### config.mk
export PLATFORM = sky130hd
export DESIGN_NAME = base64_stream_encoder
export DESIGN_NICKNAME = d
export VERILOG_FILES = /design/src/design/b64e_pkg.sv /design/src/design/b64e_front.sv /design/src/design/b64e_queue.sv /design/src/design/b64e_back.sv /design/src/design/base64_stream_encoder.sv
export SDC_FILE = /design/constraint.sdc
export NUM_CORES = 1
export LEC_CHECK = 0
export CAP_MARGIN = 20
export CORE_ASPECT_RATIO = 1.75
export CORE_UTILIZATION = 50
export CTS_BUF_LIST = sky130_fd_sc_hd__clkbuf_2
export DETAILED_ROUTE_END_ITERATION = 12
export DONT_BUFFER_PORTS = 1
export SLEW_MARGIN = 15
export SYNTH_ARGS = -nofsm -noshare
export SYNTH_HDL_FRONTEND = slang
export SYNTH_HIERARCHICAL = 1
export SYNTH_SLANG_ARGS = --single-unit
### constraint.sdc
create_clock -name clk_i -period 6.9 [get_ports clk_i]
set_clock_uncertainty 0.05 [all_clocks]
set_input_delay 0 -clock clk_i [delete_from_list [all_inputs] [get_ports clk_i]]
set_output_delay 0 -clock clk_i [all_outputs]
set_load 0.01 [all_outputs]
### src/design/b64e_pkg.sv
// Shared types, constants and the alphabet lookup for the Base64 stream encoder.
package b64e_pkg;

  localparam int unsigned CharW   = 7;
  localparam int unsigned MaxChars = 4;
  localparam int unsigned QDepth  = 2;

  localparam logic [CharW-1:0] PadChar = 7'h3D;  // '='

  typedef enum logic [1:0] {
    PH_FIRST  = 2'd0,
    PH_SECOND = 2'd1,
    PH_THIRD  = 2'd2
  } phase_e;

  // One queue entry holds every character produced by one input byte.
  typedef struct packed {
    logic [MaxChars-1:0][CharW-1:0] chars;
    logic [1:0]                     cnt_m1;   // number of characters minus one
    logic                           is_last;  // final character ends the message
  } group_entry_t;

  function automatic logic [CharW-1:0] sextet_char(input logic [5:0] s);
    logic [CharW-1:0] c;
    if (s < 6'd26) begin
      c = 7'h41 + {1'b0, s};
    end else if (s < 6'd52) begin
      c = 7'h61 + {1'b0, s} - 7'd26;
    end else if (s < 6'd62) begin
      c = 7'h30 + {1'b0, s} - 7'd52;
    end else if (s == 6'd62) begin
      c = 7'h2B;
    end else begin
      c = 7'h2F;
    end
    return c;
  endfunction

endpackage

### src/design/b64e_front.sv
// Front end: accepts bytes, tracks the group phase and builds one character group per byte.
module b64e_front (
  input  logic                  clk_i,
  input  logic                  rst_ni,
  input  logic                  accept_i,
  input  logic [7:0]            data_byte_i,
  input  logic                  end_of_message_i,
  output b64e_pkg::group_entry_t entry_o
);
  import b64e_pkg::*;

  phase_e     phase_q, phase_d;
  logic [3:0] left_q, left_d;

  always_ff @(posedge clk_i or negedge rst_ni) begin
    if (!rst_ni) begin
      phase_q <= PH_FIRST;
      left_q  <= '0;
    end else if (accept_i) begin
      phase_q <= phase_d;
      left_q  <= left_d;
    end
  end

  always_comb begin
    entry_o = '0;
    phase_d = PH_FIRST;
    left_d  = '0;
    unique case (phase_q)
      PH_SECOND: begin
        entry_o.chars[0] = sextet_char({left_q[1:0], data_byte_i[7:4]});
        if (end_of_message_i) begin
          entry_o.chars[1] = sextet_char({data_byte_i[3:0], 2'b00});
          entry_o.chars[2] = PadChar;
          entry_o.cnt_m1   = 2'd2;
          entry_o.is_last  = 1'b1;
        end else begin
          phase_d = PH_THIRD;
          left_d  = data_byte_i[3:0];
        end
      end
      PH_THIRD: begin
        entry_o.chars[0] = sextet_char({left_q, data_byte_i[7:6]});
        entry_o.chars[1] = sextet_char(data_byte_i[5:0]);
        entry_o.cnt_m1   = 2'd1;
        entry_o.is_last  = end_of_message_i;
      end
      default: begin
        entry_o.chars[0] = sextet_char(data_byte_i[7:2]);
        if (end_of_message_i) begin
          entry_o.chars[1] = sextet_char({data_byte_i[1:0], 4'b0000});
          entry_o.chars[2] = PadChar;
          entry_o.chars[3] = PadChar;
          entry_o.cnt_m1   = 2'd3;
          entry_o.is_last  = 1'b1;
        end else begin
          phase_d = PH_SECOND;
          left_d  = {2'b00, data_byte_i[1:0]};
        end
      end
    endcase
  end

endmodule

### src/design/b64e_queue.sv
// Two-entry queue of character groups between the front and back ends.
module b64e_queue (
  input  logic                   clk_i,
  input  logic                   rst_ni,
  input  logic                   push_i,
  input  b64e_pkg::group_entry_t push_entry_i,
  input  logic                   pop_i,
  output b64e_pkg::group_entry_t head_o,
  output logic                   full_o,
  output logic                   empty_o
);
  import b64e_pkg::*;

  group_entry_t mem_q [QDepth];
  logic         wr_ptr_q, rd_ptr_q;
  logic [1:0]   count_q;

  assign full_o  = (count_q == 2'(QDepth));
  assign empty_o = (count_q == 2'd0);
  assign head_o  = mem_q[rd_ptr_q];

  always_ff @(posedge clk_i) begin
    if (push_i) begin
      mem_q[wr_ptr_q] <= push_entry_i;
    end
  end

  always_ff @(posedge clk_i or negedge rst_ni) begin
    if (!rst_ni) begin
      wr_ptr_q <= 1'b0;
      rd_ptr_q <= 1'b0;
      count_q  <= '0;
    end else begin
      if (push_i) wr_ptr_q <= ~wr_ptr_q;
      if (pop_i)  rd_ptr_q <= ~rd_ptr_q;
      if (push_i && !pop_i) begin
        count_q <= count_q + 2'd1;
      end else if (pop_i && !push_i) begin
        count_q <= count_q - 2'd1;
      end
    end
  end

endmodule

### src/design/b64e_back.sv
// Back end: walks the head group one character per cycle into the output register while the output is not stalled.
module b64e_back (
  input  logic                   clk_i,
  input  logic                   rst_ni,
  input  b64e_pkg::group_entry_t head_i,
  input  logic                   empty_i,
  output logic                   pop_o,
  input  logic                   out_stall_i,
  output logic                   out_valid_o,
  output logic [b64e_pkg::CharW-1:0] out_char_o,
  output logic                   last_char_o
);
  import b64e_pkg::*;

  logic [1:0]       idx_q;
  logic             valid_q;
  logic [CharW-1:0] char_q;
  logic             last_q;
  logic             load;
  logic             at_end;

  // The output register may be refilled when it is empty or its transaction completes.
  assign load   = !empty_i && (!valid_q || !out_stall_i);
  assign at_end = (idx_q == head_i.cnt_m1);
  assign pop_o  = load && at_end;

  always_ff @(posedge clk_i or negedge rst_ni) begin
    if (!rst_ni) begin
      idx_q   <= '0;
      valid_q <= 1'b0;
    end else begin
      if (load) begin
        valid_q <= 1'b1;
        idx_q   <= at_end ? 2'd0 : idx_q + 2'd1;
      end else if (!out_stall_i) begin
        valid_q <= 1'b0;
      end
    end
  end

  always_ff @(posedge clk_i) begin
    if (load) begin
      char_q <= head_i.chars[idx_q];
      last_q <= head_i.is_last && at_end;
    end
  end

  assign out_valid_o = valid_q;
  assign out_char_o  = char_q;
  assign last_char_o = last_q;

endmodule

### src/design/base64_stream_encoder.sv
// Top level of the Base64 stream encoder.
// Encodes a byte stream into standard-alphabet Base64 (A-Z a-z 0-9 + /) characters, one
// character per output transaction. A byte yields one to four characters (one or two
// mid-group, up to four with padding on the byte flagged final); the final character of
// a message carries last_char_o. The output side delivers one character per cycle while
// out_stall_i is low, so the sustained rate is set by that single output register. A
// byte's group is written into the queue when the byte is taken, and its first character
// is then loaded into the output register. A two-entry queue between the byte front end
// and the character back end lets input continue while the output is stalled.
module base64_stream_encoder (
  input  logic                           clk_i,
  input  logic                           rst_ni,
  input  logic                           in_valid_i,
  output logic                           in_stall_o,
  input  logic [7:0]                     data_byte_i,
  input  logic                           end_of_message_i,
  output logic                           out_valid_o,
  input  logic                           out_stall_i,
  output logic [b64e_pkg::CharW-1:0]     out_char_o,
  output logic                           last_char_o
);
  import b64e_pkg::*;

  group_entry_t new_entry, head_entry;
  logic         q_full, q_empty, q_pop, accept;

  assign in_stall_o = q_full;
  assign accept     = in_valid_i && !q_full;

  b64e_front u_front (
    .clk_i            (clk_i),
    .rst_ni           (rst_ni),
    .accept_i         (accept),
    .data_byte_i      (data_byte_i),
    .end_of_message_i (end_of_message_i),
    .entry_o          (new_entry)
  );

  b64e_queue u_queue (
    .clk_i        (clk_i),
    .rst_ni       (rst_ni),
    .push_i       (accept),
    .push_entry_i (new_entry),
    .pop_i        (q_pop),
    .head_o       (head_entry),
    .full_o       (q_full),
    .empty_o      (q_empty)
  );

  b64e_back u_back (
    .clk_i       (clk_i),
    .rst_ni      (rst_ni),
    .head_i      (head_entry),
    .empty_i     (q_empty),
    .pop_o       (q_pop),
    .out_stall_i (out_stall_i),
    .out_valid_o (out_valid_o),
    .out_char_o  (out_char_o),
    .last_char_o (last_char_o)
  );

endmodule

### After elaboration in Yosys (flattened, before gate mapping)

Memories as Yosys holds them, arrays and structs flattened.
Cells that the tools add are included.

| storage, ports and cells | value |
|---|---|
| flip-flop bits (word level) | 21 |
| bits in writable memories | 60 |
| input bits | 13 |
| output and inout port bits | 10 |
| word-level logic and storage cells | 133 |
| memories kept | 1 |

| cells by class | value |
|---|---|
| $add $sub $neg | 33 |
| order comparisons | 19 |
| eq/ne operators | 9 |
| muxes and demuxes | 44 |
| bitwise logic cells | 2 |
| reductions and logical operators | 16 |

Memory list:

| name | depth | bits a word | read ports | clocked after memory_dff | wr ports | line | RTL |
|---|---|---|---|---|---|---|---|
| u_queue.mem_q | 2 | 30 | 1 | 0 | 1 | b64e_queue.sv:14 | `group_entry_t mem_q [QDepth];` |

Operator list:

| kind | count |
|---|---|
| two-way mux 7 bit | 19 |
| adder 7 x 6 -> 7 bit (first input constant) | 12 |
| < comparator 6 bit (second input constant) | 12 |
| adder 6 x 6 -> 7 bit (first input constant) | 6 |
| subtractor 7 x 5 -> 7 bit (second input constant) | 6 |
| subtractor 7 x 6 -> 7 bit (second input constant) | 6 |
| < comparator 6 x 5 -> 1 bit (second input constant) | 6 |
| case mux 17 bit (2 select lines) | 1 |
| equality test 6 bit (second input constant) | 4 |
| two-way mux 20 bit | 1 |
| two-way mux 3 bit | 6 |
| binary-select mux 7 bit (select 2 bit) | 1 |
| case mux 7 bit (2 select lines) | 1 |
| two-way mux 13 bit | 1 |
| two-way mux 2 bit | 5 |
| case mux 4 bit (2 select lines) | 1 |
| logical AND 1 bit | 6 |
| zero test 1 bit | 6 |
| two-way mux 6 bit | 1 |
| two-way mux 1 bit | 5 |
| adder 2 x 1 -> 2 bit (second input constant) | 2 |
| equality test 2 bit (second input constant) | 2 |
| two-way mux 4 bit | 1 |
| case mux 2 bit (2 select lines) | 1 |
| other kinds (10) | 11 |

### Depth between registers and ports, before layout

| logic depth | value |
|---|---|
| depth in word-level cells | 7 |
| mapped depth | 10 |
| depth with buffers taken out | 8 |

### By module

The synthesis kept the hierarchy.

By module, submodules not included:

| module | times used | cells each | area an instance (µm²) | seq. area each (µm²) |
|---|---|---|---|---|
| b64e_queue | 1 | 113 | 2577.5 | 1961.9 |
| b64e_front | 1 | 342 | 2239.6 | 150.1 |
| b64e_back | 1 | 37 | 596.8 | 315.3 |
| base64_stream_encoder | 1 | 1 | 13.8 | 0.0 |

### Worst setup path before layout

No wires, ideal clock.

| timing | value |
|---|---|
| kind | reg2reg |
| from | register u_queue.count_q[1] |
| to | memory u_queue/mem_q[0][0] in the netlist's numbering, enable pin |
| setup time | 0.423 ns |
| arrival | 2.192 ns |
| required time | 6.427 ns |
| path slack | 4.236 ns |
| cell stages (with the launch flop) | 4 |
| buffers on the path | 0 |
| cells stage by stage | dfrtp_1 nor2b_1 nor2b_4 nor2b_1 |

| between the ends | value |
|---|---|
| longest elaborated chain between the ends | 5 |

Ends and longest elaborated chain:

| what | line | RTL |
|---|---|---|
| start, declared | b64e_queue.sv:16 | `logic [1:0] count_q;` |
| start signal, assigned | b64e_queue.sv:37 | `count_q <= count_q + 2'd1;` |
| start signal, assigned | b64e_queue.sv:39 | `count_q <= count_q - 2'd1;` |
| equality test 2 bit | b64e_queue.sv:18 | `assign full_o = (count_q == 2'(QDepth));` |
| named net in_stall_o | base64_stream_encoder.sv:14 | `output logic in_stall_o,` |
| zero test 1 bit | base64_stream_encoder.sv:28 | `assign accept = in_valid_i && !q_full;` |
| logical AND 1 bit | base64_stream_encoder.sv:28 |  |
| named net accept | base64_stream_encoder.sv:25 | `logic q_full, q_empty, q_pop, accept;` |
| two-way mux 1 bit | b64e_queue.sv:23 | `if (push_i) begin` |
| two-way mux 1 bit (implied by the code) | b64e_queue.sv:24 | `mem_q[wr_ptr_q] <= push_entry_i;` |
| end, declared | b64e_queue.sv:14 |  |

The timed path passes the listed nets, and every way through them passes these cells.

==> run_results.csv <==
group,metric,value,unit
power_and_ir_drop,p_sw,0.000716,W
floorplan,ios,23,
outcome,violations,"DRC",
setup_path,path_cells,"ha_1 > nor2b_1 > nand2_1 > and3_1 > o221ai_1 > o211ai_1 > dlygate4sd3_1",
routing,remaining_drc_errors,2,
timing,max_freq,305,MHz
place,placed_area,0.00533,mm²
setup_path,arrival,3.50,ns
power_and_ir_drop,p_leak,2.13,nW
setup_path,crit_type,"reg2reg",
floorplan,core_area,0.0106,mm²
synth,yosysWarnings,6,
setup_path,critPathSlowestCell,"dfrtp_1",
setup_path,path_max_fanout,13,
timing,slew_violations,0,
global_routing,antenna_found_initial,1,
min_path,timing.hold.worst_path_depth,4,
global_routing,grt_pass1_wl,20600,µm
power_and_ir_drop,p_int,0.00130,W
floorplan,initial_core_util,51.0,%
min_path,hold_end,"u_queue/mem_q[1][13]",
power_and_ir_drop,p_total,0.00201,W
floorplan,fp.dieH,140,µm
setup_path,r2r_slack,3.62,ns
floorplan,die_area,0.0113,mm²
synth,avgSynthCellArea,11.0,µm²
synth,synth_seq_cells,83,
power_and_ir_drop,pwr_density_cell,354,mW/mm²
synth,synth-edff-count,70,
floorplan,row_count,50,
layout,finish.instance_area,0.00569,mm²
power_and_ir_drop,peakVddDrop,0.000204,V
layout,area_growth,4.84,%
timing,tns,0,ns
setup_path,r2r_cells,7,
synth,synth_seq_area_share,44.7,%
place,port_buffers,0,
synth,synth_cell_type_count,68,
timing,setup_viol,0,
power_and_ir_drop,sw_frac_of_total,35.6,%
place,gp_congestion,1.02,
synth,synth-async-reset-ratio,15.7,%
routing,routed_wl,13200,µm
timing,min_period_over_period,47.5,%
clock_network,cts_htree_levels,3,
setup_path,critical_path.startpoint_type,"register",
setup_path,rr_endpoint,"u_queue/mem_q[1][5]",
synth,synthCells,493,
setup_path,timing.rr.start,"u_front/left_q[1]",
setup_path,worstSetupEndpointType,"register",
clock_network,clk_latency,0.51,ns
clock_network,cts_made_buffers,9,
clock_network,clkTransAtPathRegs,0.19,ns
global_routing,grt.overflow.total,0,
power_and_ir_drop,p_clk_share,13.7,%
routing,viasPerCell,6.35,
clock_network,postCtsSetupRepairBufs,0,
layout,nNetsFinal,523,
clock_network,clockRootBuffer,"clkbuf_2",
timing,holdWs,0.0855,ns
timing,final_hold_viol_count,0,
global_routing,grt_max_degree,33,
power_and_ir_drop,comb_power_share,39.7,%
routing,vias,3958,
power_and_ir_drop,seq_power_share,46.6,%
outcome,status,"complete, but fails checks",
synth,syn_area,0.00543,mm²
timing,rsz0062_at_grt,"no",
setup_path,critPathRequiredTime,7.12,ns
min_path,hold_start,"data_byte_i[1]",
routing,final_antenna_net_count,0,
routing,drt_iter0_drc,286,
routing,firstDrtPassIters,9,
min_path,hp-class,"in2reg",
clock_network,cts_tree,"built",
routing,wl_per_cell,21.2,µm
setup_path,cpPeakStageDelay,0.67,ns
layout,drive_above_1_share,12.8,%
global_routing,globalRouteTotalUtil,24.6,%
timing,min_period,3.28,ns
job,drv_cap,0,
clock_network,clock_path_buffers,2,
clock_network,cts_sinks,83,
floorplan,die_w,80.8,µm
synth,synthFlopType,"edfxtp_1",
timing,slew_headroom,34.3,%
global_routing,grt_pass1_vias,3811,
timing,tightest_slew,0.986,ns
place,hpwl,9140,µm
==> placed cells by master, fill, tap and decap left out, types with 10 or more instances in the layout <==
| cell type | n |
|---|---|
| dfrtp_1 | 12 |
| mux2_4 | 29 |
| nor3_1 | 13 |
| nor2_1 | 23 |
| xnor2_1 | 10 |
| ha_1 | 23 |
| clkbuf_2 | 13 |
| nand2_1 | 38 |
| nand3_1 | 21 |
| a21oi_1 | 24 |
| inv_1 | 19 |
| dlygate4sd3_1 | 23 |
| o21ai_0 | 21 |
| edfxtp_1 | 70 |
==> Yosys cell counts, drive strengths merged (8+ instances only) <==
cell type | number | area [µm²]
buf | 27 | 228
o211ai | 8 | 60.1
xnor2 | 10 | 87.6
edfxtp | 70 | 2100
nor2 | 23 | 86.3
mux2 | 31 | 458
nand3 | 21 | 105
clkbuf | 18 | 67.6
a21oi | 25 | 125
nand2b | 8 | 50.1
nor2b | 10 | 70.1
nand2 | 38 | 143
nor3 | 13 | 65.1
ha | 23 | 288
o21ai | 25 | 125
dfrtp | 13 | 325
inv | 23 | 88.8
==> how the worst max path moves through the flow <==
stage | from | slack [ns] | end
after detailed placement | u_front/left_q[1] | 3.97 | u_queue/mem_q[1][8]
after floorplan | u_queue/count_q[1] | 4.24 | u_queue/mem_q[0][0]
after CTS | u_front/left_q[1] | 3.71 | u_queue/mem_q[1][5]
after global placement | u_front/left_q[1] | 4.05 | u_queue/mem_q[0][8]
final | u_front/left_q[1] | 3.62 | u_queue/mem_q[1][5]
after global routing | u_front/left_q[1] | 3.46 | u_queue/mem_q[1][5]
==> metal layers <==
layer | up-vias | GRT usage, % | part of all wire, %
li1 | 1825 | - | -
met5 | - | 0 | 0
met4 | 0 | 14.8 | 6.0
met1 | 1904 | 27.4 | 38
met2 | 170 | 42.8 | 52
met3 | 59 | 3.61 | 4.3
==> flip-flops by register name (all words and copies together), names as in the netlist <==
name and flops:
u_front/left_q 4, u_back/last_char_o 1, u_front/phase_q 2, u_queue/wr_ptr_q 1, u_back/out_char_o 7, u_back/out_valid_o 1
u_queue/rd_ptr_q 1, u_queue/mem_q 62, u_back/idx_q 2, u_queue/count_q 2
==> cell type report <==
cell class              instances  area [µm²]
fillers                       952        4940
diodes                          1        2.50
well taps                     130         163
repair buffers                 25         245
clock inverters                 3        63.8
multi-input cells             345        2630
clock buffers                  13        65.1
inverters                      23        88.8
flip-flops and latches         83        2430
==> worst max-delay path: cells and delay by family, from the launching register on <==
family                     cells  cell delay [ns]
AOI/OAI and AO/OA              2             0.29
and+or+nand+nor                3             1.05
DFF                            1             0.67
adders and majority gates      1             0.39
buffers and inverters          1             0.59
==> power groups by stage <==
stage	combinational [W]	sequential, W	clock [W]
finish	0.000799	0.000937	0.000276
global route	0.000861	0.000963	0.000307
CTS	0.000795	0.000943	0.000283
global placement	0.000753	0.000948	0
floorplan	0.000749	0.000852	0
detailed placement	0.000762	0.000957	0
==> what timing repair did <==
action,4_1_cts,5_1_grt
hold endpoints to repair,84,4
hold buffers,22,1
resized for setup,0,0
==> logic make-up (layout without fill, tap and decap cells) <==
logic type      Yosys count  count (layout)  share of synthesized area [%]
xor+xnor                 17              17                           2.74
other cells               1               5                         0.0691
simple gates            140             140                           13.0
buf+inv                  68              64                           7.08
fa+ha+maj                23              23                           5.30
flops                    83              83                           44.7
mux                      40              40                           11.8
compound gates          121             121                           15.3
==> stage by stage <==
| step | setup slack (ns) | instances | util (%) |
|---|---|---|---|
| 3_3_place_gp | 4.05 | 583 | 50.1 |
| 3_5_place_dp | 3.97 | 583 | 50.1 |
| 2_1_floorplan | 4.24 | 496 | - |
| 4_1_cts | 3.71 | 621 | 53.4 |
| 5_1_grt | 3.46 | 623 | 53.5 |
| 6_report | 3.62 | 623 | 53.5 |
Power figures use the tool's default switching activity.
